==> config.mk <==
export PLATFORM = sky130hd
export DESIGN_NAME = vna_mul
export DESIGN_NICKNAME = d
export VERILOG_FILES = /design/src/rtl/vna_mul.sv
export SDC_FILE = /design/constraint.sdc
export NUM_CORES = 2
export LEC_CHECK = 0
export ABC_AREA = 1
export BUFFER_PORTS_ARGS = -buffer_cell sky130_fd_sc_hd__buf_2
export CORE_ASPECT_RATIO = 0.5
export CORE_MARGIN = 1
export CORE_UTILIZATION = 51
export CTS_CLUSTER_DIAMETER = 40
export DETAILED_ROUTE_END_ITERATION = 8
export GPL_ROUTABILITY_DRIVEN = 0
export PLACE_DENSITY = 0.7
export SYNTH_ARGS = -nofsm -noshare
export SYNTH_HDL_FRONTEND = slang
export SYNTH_SLANG_ARGS = --single-unit
==> constraint.sdc <==
create_clock -name clk -period 8.35 [get_ports clk]
set_input_delay 1.67 -clock clk [delete_from_list [all_inputs] [get_ports clk]]
set_output_delay 1.67 -clock clk [all_outputs]
set_load 0.05 [all_outputs]
==> src/rtl/vna_mul.sv <==
// Shared registered signed multiplier used for cross products and squares.
module vna_mul (
	input  logic               clk,
	input  logic signed [30:0] a,
	input  logic signed [30:0] b,
	output logic signed [61:0] p_q
);

	always_ff @(posedge clk) begin
		p_q <= a * b;
	end

endmodule

==> Word-level counts from Yosys, hierarchy flattened <==
Index checks and enable logic that the tools add are counted.
{ "word_totals": {"elab_cells": 2, "register_bits": 62, "output_inout_bits": 62} }
{ "op_classes": {"multipliers": 1} }
{ "ops": {"columns": ["operator", "n"], "rows": [
  ["$mul A31 B31 Y62", 1]
]} }

==> Depth between registers and ports, before layout <==
{ "logic_depth": {"depth_word": 1, "mapped_depth": 34, "ltp_nobuf": 33} }

==> Worst setup path after synthesis <==
OpenSTA, ideal clock, no wires.
{ "synth_timing": {"path_type": "input port to flip-flop", "start": "in a[30]", "end": "reg p_q[57]", "required_ps": 8237, "setup_ps": 113, "t_arrival_ps": 8179, "stages": 27, "path_slack_ps": 58, "path_cell_list": "clkbuf_1 nand2_1 inv_1 fa_1 inv_1 fa_1 inv_1 fa_1 fa_1 inv_1 fa_1 inv_1 fa_1 inv_1 fa_1 fa_1 inv_1 ha_1 nand2_1 nor2_1 inv_1 nor2_1 nand2_1 nor3_1 nand2_1 nand4_1 nand2_1"} }
{ "synth_between": {"elab_chain_len": 1} }
{ "synth_lines": {"columns": ["item", "line", "source"], "rows": [
  ["from (decl)", "4", "input logic signed [30:0] a,"],
  ["$mul A31 B31 Y62", "10", "p_q <= a * b;"],
  ["to (signal assigned)", "10", null],
  ["to (decl)", "6", "output logic signed [61:0] p_q"]
]} }
No other way between the ends.

==> Final worst setup path <==
{ "layout_timing": {"start": "in a[22]", "end": "reg p_q[41]"} }
The elaborated chain is that of the path after synthesis.

==> summary.txt <==
Timing
  – Final worst path period share: 0.977
  – Worst Max-Slew Pin Slew: 919 ps
  – Headroom to the max-slew limit: 0.386
  – Fin. Hold Viols: 0
  – RSZ-0062 raised after global routing: yes
  – Fmax: 123 MHz
  – Final setup violation count: 0
  – Final hold slack: 1920 ps
  – Period minus WS final: 8160 ps
  – Slew Limit Fails: 0

Clock tree
  – Htree depth: 3
  – Clock Sinks: 62
  – CTS tree: done
  – Num CTS Buffers: 9
  – Hold buffer count at cts: 0
  – Clock slew at reported path FFs: 60 ps
  – Clk root buf: clkbuf_16
  – Clock tree buffer depth: 2

Die
  – Row count: 70
  – Die area: 76,100 sq um
  – Initial cell density of the core: 0.519
  – I/O pins: 125
  – Die X: 389 um
  – Die H: 196 um
  – Core area: 73,600 sq um

Worst setup path
  – Critical path arrival: 8400 ps
  – WP data required: 8590 ps
  – Crit path kind: input pin to flop
  – Crit. End Element: flop
  – CP startpoint kind: input pin
  – Worst-path maximum fanout: 10

Final layout
  – Largest registers: p_q: 62 flops
  – Post-route insts no fill: 6,062
  – Final nets: 6,345
  – Fillers: 6,649
  – Area grow syn2layout: 9.60%
  – Most common cell after layout, fill and taps aside: inv_1
  – Number of flip-flops in the largest register: 62
  – Commonest cells after routing, fill and taps aside: inv_1, nand2_1, fa_1
  – Largest Register: p_q
  – Layout cell share with drive strength beyond 1: 0.0857
  – Final core occ: 0.569

Hold path
  – HP Start: b[0]
  – HP Class: input pin to flop
  – Hold Crit Depth: 3
  – Hold Path End: p_q[0]

Global route
  – GRT overflow: 0
  – First-pass GRT wire length: 174,000 um
  – Number of global-route vias before repair: 33,545
  – Largest net degree at the start of global routing: 32
  – Initial antenna violation count: 5
  – Overall Global Routing Usage: 0.291

Drt
  – Final WL: 104,000 um
  – DRT antenna net count: 0
  – DR vias/cell: 5.03
  – Drt drc: 0
  – Number of DRC markers in iteration 0: 2,526
  – DR WL/cell: 17.2 um
  – Pre-Repair DR Iteration Count: 6
  – Routed vias: 30,466

Synthesis
  – Yosys warning count: 0
  – Avg Inst Size Synth: 7.80 sq um
  – Top_reg_cell synth: dfxtp_1
  – Post-Syn Area: 38,200 sq um
  – Sequential area share after synthesis: 0.0325
  – Mapped Cells: 4,902
  – Post-Syn Nets: 6,165
  – Async S/R FF share, synth: 0
  – #FFs+latches synth: 62
  – Number of flops mapped to enable cells by yosys: 0
  – Distinct cells, synth: 30

Placed design
  – # port buffers: 124
  – DP Cell Count: 6,039
  – Post-DP HPWL: 92,500 um

Run status
  – Status: finished, final reports clean

Run
  – MaxCap Viol Count: 0
-- metrics by stage --
stage,cell area (sq um),worst slack (ps),TNS [ps]
floorplan,38200,58.5,0
global placement,41400,-239,-1510
detailed placement,41400,-307,-2170
CTS,41700,29.1,0
global route,41900,-55.3,-165
finish,41900,191,0
-- cell families (layout without fill, tap and decap cells) --
logic type,Yosys count,count (layout),share of synthesized area
buffers and inverters,1862,2047,0.183
and+or+nand+nor,1645,1645,0.170
adders and majority gates,1200,1200,0.593
AOI/OAI and AO/OA,96,96,0.0137
DFF,62,62,0.0325
xor gates and xnor gates,37,37,0.00848
other,0,3,0
-- final cells by class --
type | instances | area (sq um) | share of cell area
clock buffer | 9 | 225 | 0.00538
timing repair buffer | 355 | 2730 | 0.0652
multi-input combinational | 2978 | 30100 | 0.718
tap | 972 | 1220 | 0.0290
antenna | 3 | 7.51 | 0.000179
sequential | 62 | 1240 | 0.0296
inverter | 1676 | 6290 | 0.150
clock inverter | 7 | 104 | 0.00248
-- timing repair --
item | CTS | global route
endpoints found under the setup margin | 0 | 23
setup buffers | 0 | 4
resized for setup | 0 | 35
-- critical path: stages --
cell and delay (ps):
buf_2 380, buf_4 230, nand2_1 60, inv_1 60, fa_1 440, fa_1 550
inv_1 60, fa_1 450, fa_1 540, inv_1 60, fa_1 560, fa_1 440
fa_1 520, inv_1 60, fa_1 470, inv_1 40, ha_1 330, a21oi_1 280
nand2_1 210, inv_1 140, nand2_1 110, a21oi_1 310, nand3_1 140, nand2_1 80
inv_1 40, nor2_1 160
-- how the worst max path moves through the flow --
| stage | from | end | slack, ps |
|---|---|---|---|
| global placement | b[9] | p_q[45] | -240 |
| floorplan | a[30] | p_q[57] | 60 |
| global route | a[30] | p_q[58] | -60 |
| CTS | b[9] | p_q[45] | 30 |
| detailed placement | b[9] | p_q[45] | -310 |
| finish | a[22] | p_q[41] | 190 |
-- cell usage after synthesis, drive strengths merged, types with 5 or more instances --
cell / instances / area (sq um)
nand2: 1412 / 5320
nor3: 11 / 70.1
ha: 182 / 2280
o21bai: 9 / 71.3
nor2: 125 / 524
nand3b: 6 / 45.0
dfxtp: 62 / 1240
o21ai: 20 / 100
nand4: 15 / 93.8
nand3: 68 / 380
inv: 1676 / 6290
xnor2: 5 / 43.8
clkbuf: 186 / 698
fa: 1018 / 20400
xor2: 32 / 280
a21oi: 61 / 305
-- layer usage --
metal | GRT usage | wire length (um)
met1 | 0.390 | 42400
met2 | 0.484 | 48100
met3 | 0.0441 | 9150
met4 | 0.103 | 4380
met5 | 0 | 7
Power is left out: the tool's default activity adds up to more than one toggle a clock period on the data nets, which glitch-free logic cannot reach.
